==> config.mk <==
export PLATFORM = sky130hd
export DESIGN_NAME = round_robin_health_picker_flat
export DESIGN_NICKNAME = d
export VERILOG_FILES = /design/src/design/rrhp_pkg.sv /design/src/design/rrhp_req_if.sv /design/src/design/rrhp_rsp_if.sv /design/src/design/rrhp_health_mem.sv /design/src/design/rrhp_ctrl.sv /design/src/design/round_robin_health_picker.sv /design/src/flat_wrapper.sv
export SDC_FILE = /design/constraint.sdc
export NUM_CORES = 1
export LEC_CHECK = 0
export BUFFER_PORTS_ARGS = -buffer_cell sky130_fd_sc_hd__buf_4
export CAP_MARGIN = 5
export CORE_UTILIZATION = 30
export DETAILED_ROUTE_END_ITERATION = 6
export SLEW_MARGIN = 30
export SYNTH_ARGS = -nofsm -noshare
export SYNTH_HDL_FRONTEND = slang
export SYNTH_SLANG_ARGS = --single-unit
==> constraint.sdc <==
create_clock -name clk -period 10.57 [get_ports clk]
set_input_delay 1.5855 -clock clk [delete_from_list [all_inputs] [get_ports clk]]
set_output_delay 1.5855 -clock clk [all_outputs]
set_load 0.005 [all_outputs]
==> src/design/rrhp_pkg.sv <==
// ----------------------------------------------------------------------------
// rrhp_pkg: shared types and constants for the round-robin health picker
// Backend limits, function and status codes, register indexes, FSM states and
// the records passed between the controller and the health record memory.
// ----------------------------------------------------------------------------
package rrhp_pkg;

	// backend table limits
	localparam int MAX_BACKENDS = 16;
	localparam int IDX_W        = $clog2(MAX_BACKENDS);
	localparam int CNT_W        = $clog2(MAX_BACKENDS + 1);

	// field widths fixed by the interface
	localparam int TIME_W  = 32;
	localparam int FCNT_W  = 16;
	localparam int ENTRY_W = 4;
	localparam int CFG_W   = 32;
	localparam int REGIDX_W = 2;

	// request function codes
	typedef enum logic {
		FUNC_PICK  = 1'b0,
		FUNC_WRITE = 1'b1
	} func_t;

	// result status codes
	typedef enum logic [1:0] {
		STAT_HEALTHY    = 2'd0,
		STAT_ALL_DOWN   = 2'd1,
		STAT_NO_BACKEND = 2'd2,
		STAT_WRITE_DONE = 2'd3
	} status_t;

	// configuration register indexes
	localparam logic [REGIDX_W-1:0] REG_BACKEND_COUNT = 2'd0;
	localparam logic [REGIDX_W-1:0] REG_MAX_FAILS     = 2'd1;
	localparam logic [REGIDX_W-1:0] REG_FAIL_TIMEOUT  = 2'd2;

	// controller states
	typedef enum logic [1:0] {
		ST_IDLE,
		ST_REDUCE,
		ST_SCAN,
		ST_EMIT
	} state_t;

	// configuration as seen by the controller
	typedef struct packed {
		logic [CNT_W-1:0]  backend_count;
		logic [FCNT_W-1:0] strike_limit;
		logic [TIME_W-1:0] fail_timeout_ms;
	} cfg_t;

	// one backend's health record
	typedef struct packed {
		logic [FCNT_W-1:0] strikes;
		logic [TIME_W-1:0] last_fail_ms;
	} health_rec_t;

	// controller to memory access
	typedef struct packed {
		logic             we;
		logic [IDX_W-1:0] waddr;
		health_rec_t      wdata;
		logic             re;
		logic [IDX_W-1:0] raddr;
	} mem_req_t;

endpackage

==> src/design/rrhp_req_if.sv <==
// ----------------------------------------------------------------------------
// rrhp_req_if: request channel
// Valid/ready channel carrying pick and health-record write requests.
// ----------------------------------------------------------------------------
interface rrhp_req_if;
	logic                         valid;
	logic                         ready;
	logic                         func;
	logic [rrhp_pkg::TIME_W-1:0]  now_ms;
	logic [rrhp_pkg::ENTRY_W-1:0] entry_index;
	logic [rrhp_pkg::FCNT_W-1:0]  entry_fail_count;
	logic [rrhp_pkg::TIME_W-1:0]  entry_fail_time;

	modport source (
		output valid, func, now_ms, entry_index, entry_fail_count, entry_fail_time,
		input  ready
	);
	modport sink (
		input  valid, func, now_ms, entry_index, entry_fail_count, entry_fail_time,
		output ready
	);
endinterface

==> src/design/rrhp_rsp_if.sv <==
// ----------------------------------------------------------------------------
// rrhp_rsp_if: result channel
// Valid/ready channel carrying the chosen backend and a status code.
// ----------------------------------------------------------------------------
interface rrhp_rsp_if;
	logic                         valid;
	logic                         ready;
	logic [rrhp_pkg::ENTRY_W-1:0] chosen_index;
	logic [1:0]                   status;

	modport source (
		output valid, chosen_index, status,
		input  ready
	);
	modport sink (
		input  valid, chosen_index, status,
		output ready
	);
endinterface

==> src/design/rrhp_health_mem.sv <==
// ----------------------------------------------------------------------------
// rrhp_health_mem: backend health record store
// One write port and one registered read port. Per-entry valid bits make
// never-written entries read back as an all-zero record.
// ----------------------------------------------------------------------------
module rrhp_health_mem (
	input  logic                  clk,
	input  logic                  arst_n,
	input  rrhp_pkg::mem_req_t    req,
	output rrhp_pkg::health_rec_t rd_data
);

	rrhp_pkg::health_rec_t                 mem [rrhp_pkg::MAX_BACKENDS];
	logic [rrhp_pkg::MAX_BACKENDS-1:0]     valid_q;
	rrhp_pkg::health_rec_t                 rd_rec_s1;
	logic                                  rd_valid_s1;

	// record storage, no reset
	always_ff @(posedge clk) begin
		if (req.we) begin
			mem[req.waddr] <= req.wdata;
		end
		if (req.re) begin
			rd_rec_s1 <= mem[req.raddr];
		end
	end

	// written flags, cleared at reset
	always_ff @(posedge clk or negedge arst_n) begin
		if (!arst_n) begin
			valid_q     <= '0;
			rd_valid_s1 <= 1'b0;
		end else begin
			if (req.we) begin
				valid_q[req.waddr] <= 1'b1;
			end
			if (req.re) begin
				rd_valid_s1 <= valid_q[req.raddr];
			end
		end
	end

	assign rd_data = rd_valid_s1 ? rd_rec_s1 : '0;

endmodule

==> src/design/rrhp_ctrl.sv <==
// ----------------------------------------------------------------------------
// rrhp_ctrl: pick sequencer
// Takes requests, writes health records, reduces the cursor, scans backends
// through the record memory one per cycle and holds the result register.
// ----------------------------------------------------------------------------
module rrhp_ctrl (
	input  logic                  clk,
	input  logic                  arst_n,
	input  rrhp_pkg::cfg_t        cfg,
	rrhp_req_if.sink              req,
	rrhp_rsp_if.source            rsp,
	output rrhp_pkg::mem_req_t    mem_req,
	input  rrhp_pkg::health_rec_t mem_rd_data
);

	rrhp_pkg::state_t state_q, state_d;

	logic [rrhp_pkg::IDX_W-1:0]   cursor_q;
	logic [rrhp_pkg::IDX_W-1:0]   slot_q;
	logic [rrhp_pkg::CNT_W-1:0]   issued_q;
	logic [rrhp_pkg::CNT_W-1:0]   checked_q;
	logic                         chk_valid_s1;
	logic [rrhp_pkg::IDX_W-1:0]   chk_slot_s1;
	logic [rrhp_pkg::TIME_W-1:0]  now_q;
	logic [rrhp_pkg::IDX_W-1:0]   res_idx_q;
	rrhp_pkg::status_t            res_status_q;
	logic                         out_valid_q;
	logic [rrhp_pkg::IDX_W-1:0]   out_idx_q;
	rrhp_pkg::status_t            out_status_q;

	logic [rrhp_pkg::CNT_W-1:0]   n_sat;
	logic                         in_beat;
	logic                         is_write;
	logic                         out_free;
	logic                         issue_more;
	logic [rrhp_pkg::TIME_W-1:0]  elapsed;
	logic                         penalty;
	logic                         check_hit;
	logic                         check_last;
	logic                         cursor_big;
	logic [rrhp_pkg::IDX_W-1:0]   slot_next;
	logic [rrhp_pkg::IDX_W-1:0]   hit_next;
	logic                         emit_load;

	// saturated backend count
	assign n_sat = (cfg.backend_count > rrhp_pkg::CNT_W'(rrhp_pkg::MAX_BACKENDS))
		? rrhp_pkg::CNT_W'(rrhp_pkg::MAX_BACKENDS) : cfg.backend_count;

	assign in_beat  = req.valid && req.ready;
	assign is_write = (rrhp_pkg::func_t'(req.func) == rrhp_pkg::FUNC_WRITE);
	assign out_free = !out_valid_q || rsp.ready;

	// cursor reduction and slot stepping with wrap at the count
	assign cursor_big = ({1'b0, cursor_q} >= n_sat);
	assign slot_next  = (({1'b0, slot_q} + 1'b1) == n_sat) ? '0 : slot_q + 1'b1;
	assign hit_next   = (({1'b0, chk_slot_s1} + 1'b1) == n_sat) ? '0 : chk_slot_s1 + 1'b1;
	assign issue_more = (issued_q < n_sat);

	// penalty window check on the record read last cycle
	assign elapsed = now_q - mem_rd_data.last_fail_ms;
	assign penalty = (cfg.strike_limit != '0)
		&& (mem_rd_data.strikes >= cfg.strike_limit)
		&& (mem_rd_data.last_fail_ms != '0)
		&& (elapsed < cfg.fail_timeout_ms);

	assign check_hit  = chk_valid_s1 && !penalty;
	assign check_last = chk_valid_s1 && penalty && ((checked_q + 1'b1) == n_sat);

	// next state
	always_comb begin
		state_d = state_q;
		case (state_q)
			rrhp_pkg::ST_IDLE: begin
				if (in_beat) begin
					if (is_write || (n_sat == '0)) begin
						state_d = rrhp_pkg::ST_EMIT;
					end else begin
						state_d = rrhp_pkg::ST_REDUCE;
					end
				end
			end
			rrhp_pkg::ST_REDUCE: begin
				if (!cursor_big) begin
					state_d = rrhp_pkg::ST_SCAN;
				end
			end
			rrhp_pkg::ST_SCAN: begin
				if (check_hit || check_last) begin
					state_d = rrhp_pkg::ST_EMIT;
				end
			end
			rrhp_pkg::ST_EMIT: begin
				if (out_free) begin
					state_d = rrhp_pkg::ST_IDLE;
				end
			end
			default: state_d = rrhp_pkg::ST_IDLE;
		endcase
	end

	// state outputs
	always_comb begin
		req.ready           = (state_q == rrhp_pkg::ST_IDLE);
		mem_req.we          = in_beat && is_write
			&& ({1'b0, req.entry_index} < rrhp_pkg::CNT_W'(rrhp_pkg::MAX_BACKENDS));
		mem_req.waddr       = req.entry_index;
		mem_req.wdata.strikes      = req.entry_fail_count;
		mem_req.wdata.last_fail_ms = req.entry_fail_time;
		mem_req.re          = (state_q == rrhp_pkg::ST_SCAN) && issue_more;
		mem_req.raddr       = slot_q;
		emit_load           = (state_q == rrhp_pkg::ST_EMIT) && out_free;
	end

	// control registers
	always_ff @(posedge clk or negedge arst_n) begin
		if (!arst_n) begin
			state_q      <= rrhp_pkg::ST_IDLE;
			cursor_q     <= '0;
			issued_q     <= '0;
			checked_q    <= '0;
			chk_valid_s1 <= 1'b0;
			out_valid_q  <= 1'b0;
		end else begin
			state_q <= state_d;

			// cursor reduction and scan bookkeeping
			if (state_q == rrhp_pkg::ST_REDUCE) begin
				issued_q  <= '0;
				checked_q <= '0;
				if (cursor_big) begin
					cursor_q <= rrhp_pkg::IDX_W'({1'b0, cursor_q} - n_sat);
				end
			end
			if (state_q == rrhp_pkg::ST_SCAN) begin
				if (mem_req.re) begin
					issued_q <= issued_q + 1'b1;
				end
				if (chk_valid_s1 && penalty) begin
					checked_q <= checked_q + 1'b1;
				end
				if (check_hit) begin
					cursor_q <= hit_next;
				end
				chk_valid_s1 <= mem_req.re && !(check_hit || check_last);
			end else begin
				chk_valid_s1 <= 1'b0;
			end

			// result register
			if (emit_load) begin
				out_valid_q <= 1'b1;
			end else if (rsp.ready) begin
				out_valid_q <= 1'b0;
			end
		end
	end

	// payload registers
	always_ff @(posedge clk) begin
		if (in_beat) begin
			now_q <= req.now_ms;
			if (is_write) begin
				res_idx_q    <= req.entry_index;
				res_status_q <= rrhp_pkg::STAT_WRITE_DONE;
			end else begin
				res_idx_q    <= '0;
				res_status_q <= rrhp_pkg::STAT_NO_BACKEND;
			end
		end
		if ((state_q == rrhp_pkg::ST_REDUCE) && !cursor_big) begin
			slot_q <= cursor_q;
		end
		if (mem_req.re) begin
			slot_q      <= slot_next;
			chk_slot_s1 <= slot_q;
		end
		if ((state_q == rrhp_pkg::ST_SCAN) && check_hit) begin
			res_idx_q    <= chk_slot_s1;
			res_status_q <= rrhp_pkg::STAT_HEALTHY;
		end
		if ((state_q == rrhp_pkg::ST_SCAN) && check_last) begin
			res_idx_q    <= '0;
			res_status_q <= rrhp_pkg::STAT_ALL_DOWN;
		end
		if (emit_load) begin
			out_idx_q    <= res_idx_q;
			out_status_q <= res_status_q;
		end
	end

	assign rsp.valid        = out_valid_q;
	assign rsp.chosen_index = out_idx_q;
	assign rsp.status       = out_status_q;

	// a record under check always belongs to a backend in use
	a_chk_slot_range: assert property (@(posedge clk) disable iff (!arst_n)
		chk_valid_s1 |-> ({1'b0, chk_slot_s1} < n_sat))
		else $error("checked slot outside backend count");

	// scanning starts only from a reduced cursor
	a_cursor_reduced: assert property (@(posedge clk) disable iff (!arst_n)
		(state_q == rrhp_pkg::ST_SCAN) |-> ({1'b0, cursor_q} < n_sat))
		else $error("cursor not reduced during scan");

	// never more checks than backends
	a_check_bound: assert property (@(posedge clk) disable iff (!arst_n)
		(state_q == rrhp_pkg::ST_SCAN) |-> (checked_q < n_sat))
		else $error("scan checked more backends than configured");

	// the result register is loaded only when its previous beat is gone
	a_no_overwrite: assert property (@(posedge clk) disable iff (!arst_n)
		(emit_load && out_valid_q) |-> rsp.ready)
		else $error("result overwritten before it was taken");

endmodule

==> src/design/round_robin_health_picker.sv <==
// ----------------------------------------------------------------------------
// round_robin_health_picker: round-robin backend picker with health skipping
// Top level: configuration registers, pick sequencer and health record store.
// ----------------------------------------------------------------------------
// One request is handled at a time. A health-record write goes from
// acceptance through the emit state to the result register, as does a pick
// with no backends. A pick runs r cursor reduction steps, then checks c
// backends (1 to count), one per cycle through the single read port of the
// record memory; r (at most 15) is zero unless the backend count was
// lowered to the cursor or below. The next request is taken
// while a finished result still waits in the output register. Skipping needs
// the fail limit register nonzero, the stored fail count at or above it, a
// nonzero fail time and (now_ms - fail time) mod 2^32 below fail_timeout_ms;
// if every backend is skipped the result is backend 0 with the all-down status.
module round_robin_health_picker (
	input  logic                            clk,
	input  logic                            arst_n,
	input  logic                            cfg_we,
	input  logic [rrhp_pkg::REGIDX_W-1:0]   cfg_index,
	input  logic [rrhp_pkg::CFG_W-1:0]      cfg_data,
	rrhp_req_if.sink                        req,
	rrhp_rsp_if.source                      rsp
);

	rrhp_pkg::cfg_t        cfg_q;
	rrhp_pkg::mem_req_t    mem_req;
	rrhp_pkg::health_rec_t mem_rd_data;

	// configuration registers
	always_ff @(posedge clk or negedge arst_n) begin
		if (!arst_n) begin
			cfg_q <= '0;
		end else if (cfg_we) begin
			case (cfg_index)
				rrhp_pkg::REG_BACKEND_COUNT:
					cfg_q.backend_count <= cfg_data[rrhp_pkg::CNT_W-1:0];
				rrhp_pkg::REG_MAX_FAILS:
					cfg_q.strike_limit <= cfg_data[rrhp_pkg::FCNT_W-1:0];
				rrhp_pkg::REG_FAIL_TIMEOUT:
					cfg_q.fail_timeout_ms <= cfg_data[rrhp_pkg::TIME_W-1:0];
				default: ;
			endcase
		end
	end

	rrhp_ctrl u_ctrl (
		.clk         (clk),
		.arst_n      (arst_n),
		.cfg         (cfg_q),
		.req         (req),
		.rsp         (rsp),
		.mem_req     (mem_req),
		.mem_rd_data (mem_rd_data)
	);

	rrhp_health_mem u_mem (
		.clk     (clk),
		.arst_n  (arst_n),
		.req     (mem_req),
		.rd_data (mem_rd_data)
	);

endmodule
==> src/flat_wrapper.sv <==
// flat-port wrapper written by rule: the top's interface ports become plain ports
module round_robin_health_picker_flat 
  (clk, arst_n, cfg_we, cfg_index, cfg_data, req_valid, req_func, req_now_ms, req_entry_index, req_entry_fail_count, req_entry_fail_time, req_ready, rsp_valid, rsp_chosen_index, rsp_status, rsp_ready);
  rrhp_req_if req_i ();
  rrhp_rsp_if rsp_i ();
  input  logic clk;
  input  logic arst_n;
  input  logic cfg_we;
  input  logic [rrhp_pkg::REGIDX_W-1:0] cfg_index;
  input  logic [rrhp_pkg::CFG_W-1:0] cfg_data;
  input wire logic [$bits(req_i.valid)-1:0] req_valid;
  input wire logic [$bits(req_i.func)-1:0] req_func;
  input wire logic [$bits(req_i.now_ms)-1:0] req_now_ms;
  input wire logic [$bits(req_i.entry_index)-1:0] req_entry_index;
  input wire logic [$bits(req_i.entry_fail_count)-1:0] req_entry_fail_count;
  input wire logic [$bits(req_i.entry_fail_time)-1:0] req_entry_fail_time;
  output wire logic [$bits(req_i.ready)-1:0] req_ready;
  output wire logic [$bits(rsp_i.valid)-1:0] rsp_valid;
  output wire logic [$bits(rsp_i.chosen_index)-1:0] rsp_chosen_index;
  output wire logic [$bits(rsp_i.status)-1:0] rsp_status;
  input wire logic [$bits(rsp_i.ready)-1:0] rsp_ready;
  assign req_i.valid = req_valid;
  assign req_i.func = req_func;
  assign req_i.now_ms = req_now_ms;
  assign req_i.entry_index = req_entry_index;
  assign req_i.entry_fail_count = req_entry_fail_count;
  assign req_i.entry_fail_time = req_entry_fail_time;
  assign req_ready = req_i.ready;
  assign rsp_valid = rsp_i.valid;
  assign rsp_chosen_index = rsp_i.chosen_index;
  assign rsp_status = rsp_i.status;
  assign rsp_i.ready = rsp_ready;
  round_robin_health_picker u_core (.clk(clk), .arst_n(arst_n), .cfg_we(cfg_we), .cfg_index(cfg_index), .cfg_data(cfg_data), .req(req_i), .rsp(rsp_i));
endmodule
==> reports/results.tsv, run 1 <==
metric	value	unit
outcome	complete, no violations	
maxSlewViolCount	0	
setup-tns-final	0	ns
die_x	363	um
postRouteAntennaNets	0	
drt-wirelength-per-cell	24.0	um
port_buffers	131	
pwr_density_cell	245	nW/um^2
htreeDepth	3	
critPathRequiredTime	11.10	ns
critical_path_class	flip-flop to flip-flop	
dp_hpwl	56200	um
max-slew-margin-rel	0.289	
reg2reg_from	u_core.u_mem.rd_valid_s1$_DFFE_PN0P_	
die_y	363	um
yosysWarnings	0	
setup_viol_count_final	0	
antenna_found_initial	18	
synth_top_cell_area_share	0.661	
crit_family	compound AO/OA/AOI/OAI gates	
timing.final.crit_share	0.497	
drc	0	
cp-start-kind	flip-flop	
synth_top_cell_by_area	edfxtp_1	
drv_cap	0	
cts_buffers	95	
nets	2393	
arrival	5.79	ns
num_io_pins	132	
hold_path_startpoint	u_core.u_ctrl.res_idx_q[1]$_SDFFE_PP0P_	
r2r_setup_slack	5.31	ns
synth_cell_types	66	
grt_pass1_wl	139000	um
cts_tree	done	
clock_latency	0.67	ns
cts.repair.resized	0	
timing.hold.ws	0.455	ns
synth_seq_area_share	0.720	
crit_buf_inv	1	
power_leakage	15.1	nW
tightest_slew	1.07	ns
worstPathMaxFanout	49	
clock-sinks	956	
fin_worst_skew	0.0370	ns
drt_iter0_markers	1488	
dieArea	132000	um^2
synthFlopType	edfxtp_1	
crit_chain	buf_4 > nand2_1 > ha_1 > and3_1 > a211oi_1 > a21oi_1 > o21ai_1 > a211oi_1 > o41ai_2 > o211ai_1 > ha_1 > and3_4 > nand4_2 > or4_4 > o22ai_2 > or2_1 > o211ai_1 > a22o_1	
cts_hold_buf	0	
drive_above_1_share	0.287	
grt_remaining_overflow	0	
grt_setup_unrepaired	no	
fp-row-count	132	
synth_cells	1986	
cts.clk_slew.worst_paths	0.06	ns
vdd_drop_max	0.179	mV
endpoint_kind	flip-flop	
fp.coreArea	129000	um^2
via_count	19390	
avgSynthCellArea	19.7	um^2
track_usage	0.144	
grt_pass1_vias	20498	
synth_area_leaders	edfxtp_1, mux4_2, dfrtp_1	
hold_class	flip-flop to flip-flop	
hold_viol	0	
crit_start	u_core.u_mem.rd_valid_s1$_DFFE_PN0P_	
vias_per_cell	4.86	
cts_buffer_depth	3	
crit_path_top_delay_cell	or4_4	
slowest_delay	0.55	ns
cts-root-buf	clkbuf_16	
synth_edf_count	862	
synth.top_cells.by_count	edfxtp_1, mux4_2, ha_1	
totalPowerFinal	11.1	mW
syn_nets	2207	
fin_crit	5.26	ns
gp_congestion	0.851	
first_pass_iters	5	
ys_async_sr_fraction	0.0921	
synth.most_common_cell	edfxtp_1	
synth_seq_cells	956	
drt_wl_total	95800	um
post_cts_buffers	0	
areaGrowthSynthToFinish	15.8	%
netlist_area	39200	um^2
max_freq	190	MHz
grt_max_degree	139	
initial_core_util	0.303	
-- area by class of cell --
| type | instances | area, um^2 |
|---|---|---|
| Fill cell | 12060 | 84100 |
| Clock inverter | 48 | 402 |
| Antenna cell | 1 | 2.50 |
| Multi-Input combinational cell | 887 | 10500 |
| Clock buffer | 124 | 2540 |
| Timing Repair Buffer | 164 | 1300 |
| Tap cell | 1742 | 2180 |
| Inverter | 68 | 255 |
| Sequential cell | 956 | 28200 |
-- path summary, 6_finish.rpt --
kind	endpoint	depth (start not counted)
min	u_core.u_ctrl.rsp.chosen_index[1]$_DFFE_PP_	0
max	u_core.u_ctrl.res_idx_q[1]$_SDFFE_PP0P_	18
max in group asynchronous	u_core.u_mem.valid_q[5]$_DFFE_PN0P_	2
min in group asynchronous	u_core.u_ctrl.issued_q[3]$_DFF_PN0_	1
min reg2reg	u_core.u_ctrl.rsp.chosen_index[1]$_DFFE_PP_	0
max reg2reg	u_core.u_ctrl.res_idx_q[1]$_SDFFE_PP0P_	18
-- where the power goes --
group / internal, mW / leakage (nW) / switching, mW
combinational: 1.52 / 4.72 / 1.68
clock: 1.82 / 1.42 / 1.41
sequential: 4.50 / 8.92 / 0.187
total: 7.83 / 15.1 / 3.28
-- per-stage QoR --
step                cells  area [um^2]  setup WS (ns)  utilization
floorplan            1986        39200           4.36            -
global placement     3816        42400           5.47        0.327
detailed placement   3816        42400           5.33        0.328
CTS                  3988        45300           5.28        0.350
global route         3989        45400           4.87        0.351
finish               3990        45400           5.31        0.351
-- cell usage in the layout (no fill, tap or decap), types with 26 or more instances in the layout --
cell and instances:
edfxtp_1 862, mux4_2 245, buf_4 156, clkbuf_16 97
ha_1 95, dfrtp_1 88, nand2_1 77, inv_1 67
mux2_2 56, a21oi_1 38, o21ai_0 35, xnor2_1 35
a21o_1 26, clkbuf_1 26
-- state kept, by name (all words and copies together) (netlist names) --
signal and flops:
u_core.cfg_q 53, u_core.u_ctrl.checked_q 5, u_core.u_ctrl.chk_slot_s1 4, u_core.u_ctrl.chk_valid_s1 1, u_core.u_ctrl.cursor_q 4, u_core.u_ctrl.issued_q 5, u_core.u_ctrl.now_q 32, u_core.u_ctrl.res_idx_q 4
u_core.u_ctrl.res_status_q 2, u_core.u_ctrl.rsp.chosen_index 4, u_core.u_ctrl.rsp.status 2, u_core.u_ctrl.rsp.valid 1, u_core.u_ctrl.slot_q 4, u_core.u_ctrl.state_q 2, u_core.u_mem.mem 768, u_core.u_mem.rd_rec_s1 48
u_core.u_mem.rd_valid_s1 1, u_core.u_mem.valid_q 16
-- routing by layer --
layer,vias up,GRT usage,wire length [um]
met2,479,0.247,47900
met3,152,0.0318,5600
met4,30,0.0344,1750
met5,-,0,173
met1,10270,0.183,40300
li1,8459,-,-
-- kinds of logic after synthesis --
family,count (synthesis),share of synthesized area
and+or+nand+nor,262,0.0352
xor gates and xnor gates,46,0.0103
adders and majority gates,97,0.0314
DFF,956,0.720
buffers and inverters,143,0.0148
AOI/OAI and AO/OA,173,0.0295
muxes,309,0.159
(Power assumes the default switching activity.)
==> run 2, diff against run 1 <==
==> constraint.sdc (replaced) <==
create_clock -name clk -period 4.3 [get_ports clk]
set_input_delay 0.645 -clock clk [delete_from_list [all_inputs] [get_ports clk]]
set_output_delay 0.645 -clock clk [all_outputs]
set_load 0.005 [all_outputs]
==> run 2 against run 1 <==
Effect of this change: the flow now finishes with violations (setup timing); non-clock buffer count up 118; combinational power increased to 2.7 times the previous value; sequential power rose by 150%; final area grew 3.7%; global-route usage is 0.12 points higher; core utilization grew 1.3 points; first-iteration DRC count is 2.8% lower; register-to-register slack worse by 5.5 ns; maximum frequency grew 17%; hold slack worse by 0.42 ns; power grew to 2.6 times the previous value; clock power rose to 2.6 times the previous value; critical path type unchanged.
==> reports/results.tsv, run 2 (synthesized netlist as in run 1, its figures left out) <==
metric	value	unit
die_x	363	um
cpMostUsedCell	buf_4	
top_register	u_core.u_mem.mem	
areaGrowthSynthToFinish	20.1	%
outcome	complete, but fails checks	
maxSlewViolCount	0	
crit_start	u_core.u_mem.rd_valid_s1$_DFFE_PN0P_	
crit_chain	buf_4 > nand2_1 > ha_1 > and3_1 > a211oi_2 > a21oi_2 > o21ai_2 > a211oi_2 > buf_4 > o41ai_4 > buf_4 > o211ai_1 > ha_1 > and3_4 > nand4_4 > or4_4 > o22ai_4 > or2_1 > o211ai_1 > buf_4 > a22o_1	
setup_ws	-0.212	ns
totalPowerFinal	28.5	mW
fp-row-count	132	
pwr_density_cell	605	nW/um^2
grt_setup_unrepaired	yes	
cp-start-kind	flip-flop	
violations	setup timing	
power_frac_seq	0.405	
crit_path_top_delay_cell	or4_4	
fp.coreArea	129000	um^2
grt_pass1_vias	21244	
largest_reg_flops	768	
cts.clk_slew.worst_paths	0.06	ns
gp_congestion	0.838	
arrival	5.05	ns
setup-tns-final	-2.72	ns
utilization	0.364	
fin_worst_skew	0.0186	ns
p_int	20.2	mW
cts_hold_buf	0	
track_usage	0.145	
drive_above_1_share	0.341	
drt-wirelength-per-cell	23.4	um
hold_viol	0	
tightest_slew	0.899	ns
max_freq	222	MHz
postRouteAntennaNets	0	
fillCellCount	11871	
drt_wl_total	96200	um
hold_class	input port to async pin	
endpoint_kind	flip-flop	
final_common_cell	edfxtp_1	
layout_common_cells	edfxtp_1, buf_4, mux4_2	
cts_tree	done	
vias_per_cell	4.85	
reg2reg_from	u_core.u_mem.rd_valid_s1$_DFFE_PN0P_	
via_count	19960	
dieArea	132000	um^2
cts_buffer_depth	3	
clock-sinks	956	
die_y	363	um
dp_hpwl	58500	um
drv_cap	0	
drt_iter0_markers	1447	
clock_latency	0.65	ns
drc	0	
place_inst	3927	
reg_top3	u_core.u_mem.mem (768), u_core.cfg_q (53), u_core.u_mem.rd_rec_s1 (48)	
critical_path_class	flip-flop to flip-flop	
slowest_delay	0.50	ns
cts-root-buf	clkbuf_16	
fin_cells	4112	
switching_share	0.290	
power_leakage	15.9	nW
grt_remaining_overflow	0	
timing.final.crit_share	1.05	
grt_max_degree	101	
port_buffers	131	
combPwrFrac	0.303	
htreeDepth	3	
cts_buffers	97	
setup_viol_count_final	17	
grt_pass1_wl	140000	um
pre_cts_ws	-0.497	ns
num_io_pins	132	
vdd_drop_max	0.362	mV
worstPathMaxFanout	5	
power.switching	8.25	mW
first_pass_iters	7	
initial_core_util	0.303	
critPathRequiredTime	4.84	ns
power_frac_clock	0.292	
fin_crit	4.51	ns
nets	2513	
max-slew-margin-rel	0.395	
antenna_found_initial	16	
## run 2: cell types whose count changed in the layout (fill, tap and decap cells not counted), moves of 7 or more
cell / delta
buf_12: +19
buf_4: +96
clkbuf_1: -7
ha_1: -10
ha_4: +10
nand2_1: -8
## run 2: power by group through the flow
stage / clock (mW) / sequential [mW] / combinational (mW)
2_1_floorplan: 0 / 11.5 / 5.71
3_3_place_gp: 0 / 11.7 / 8.25
3_5_place_dp: 0 / 11.7 / 8.51
4_1_cts: 8.49 / 11.5 / 8.71
5_1_grt: 8.83 / 11.6 / 9.31
6_report: 8.32 / 11.5 / 8.62
## run 2: final timing paths
| path | slack, ns | to | cells after the start |
|---|---|---|---|
| setup / recovery | -0.21 | u_core.u_ctrl.res_idx_q[0]$_SDFFE_PP0P_ | 21 |
| hold / removal | 0.04 | u_core.u_ctrl.issued_q[4]$_DFF_PN0_ | 1 |
| setup reg to reg | -0.21 | u_core.u_ctrl.res_idx_q[0]$_SDFFE_PP0P_ | 21 |
| hold reg to reg | 0.45 | u_core.u_ctrl.rsp.chosen_index[0]$_DFFE_PP_ | 0 |
| max in group asynchronous | 3.29 | u_core.cfg_q[19]$_DFFE_PN0P_ | 2 |
| min in group clk | 0.16 | u_core.u_ctrl.now_q[28]$_DFFE_PP_ | 1 |
## run 2: final cells by class
type	instances	area [um^2]	area share
multi-input combinational	887	10800	0.230
timing repair buffer	282	2430	0.0515
antenna	2	5.00	0.000106
tap	1742	2180	0.0463
sequential	956	28200	0.599
inverter	68	255	0.00542
clock inverter	56	573	0.0122
clock buffer	119	2570	0.0547
## run 2: critical path, delay by kind of cell, from the launching register on
family	cells	cell delay (ns)
AOI/OAI and AO/OA	9	1.46
and+or+nand+nor	6	1.20
buffers and inverters	4	0.69
adders and majority gates	2	0.60
DFF	1	0.43
## run 2: metrics by stage
step                      hold slack, ns  cell area [um^2]
final                             0.0371             47100
after global routing              0.0764             47100
after CTS                         0.0274             47000
after detailed placement           0.442             43600
after global placement             0.446             43500
after floorplan                    0.349             39300
## run 2: repair_timing
item                       4_1_cts  5_1_grt
pin swaps                       22        4
setup endpoints to repair       18       18
buffers inserted                 6        2
gates cloned                     1        0
resized for setup               47       13
## run 2: routing by layer
metal / GRT usage / part of all wire / vias to the layer above
met5: 0 / 0.0013 / -
met4: 0.0397 / 0.021 / 22
met3: 0.0311 / 0.063 / 144
met2: 0.248 / 0.50 / 508
met1: 0.185 / 0.42 / 10585
li1: - / - / 8701
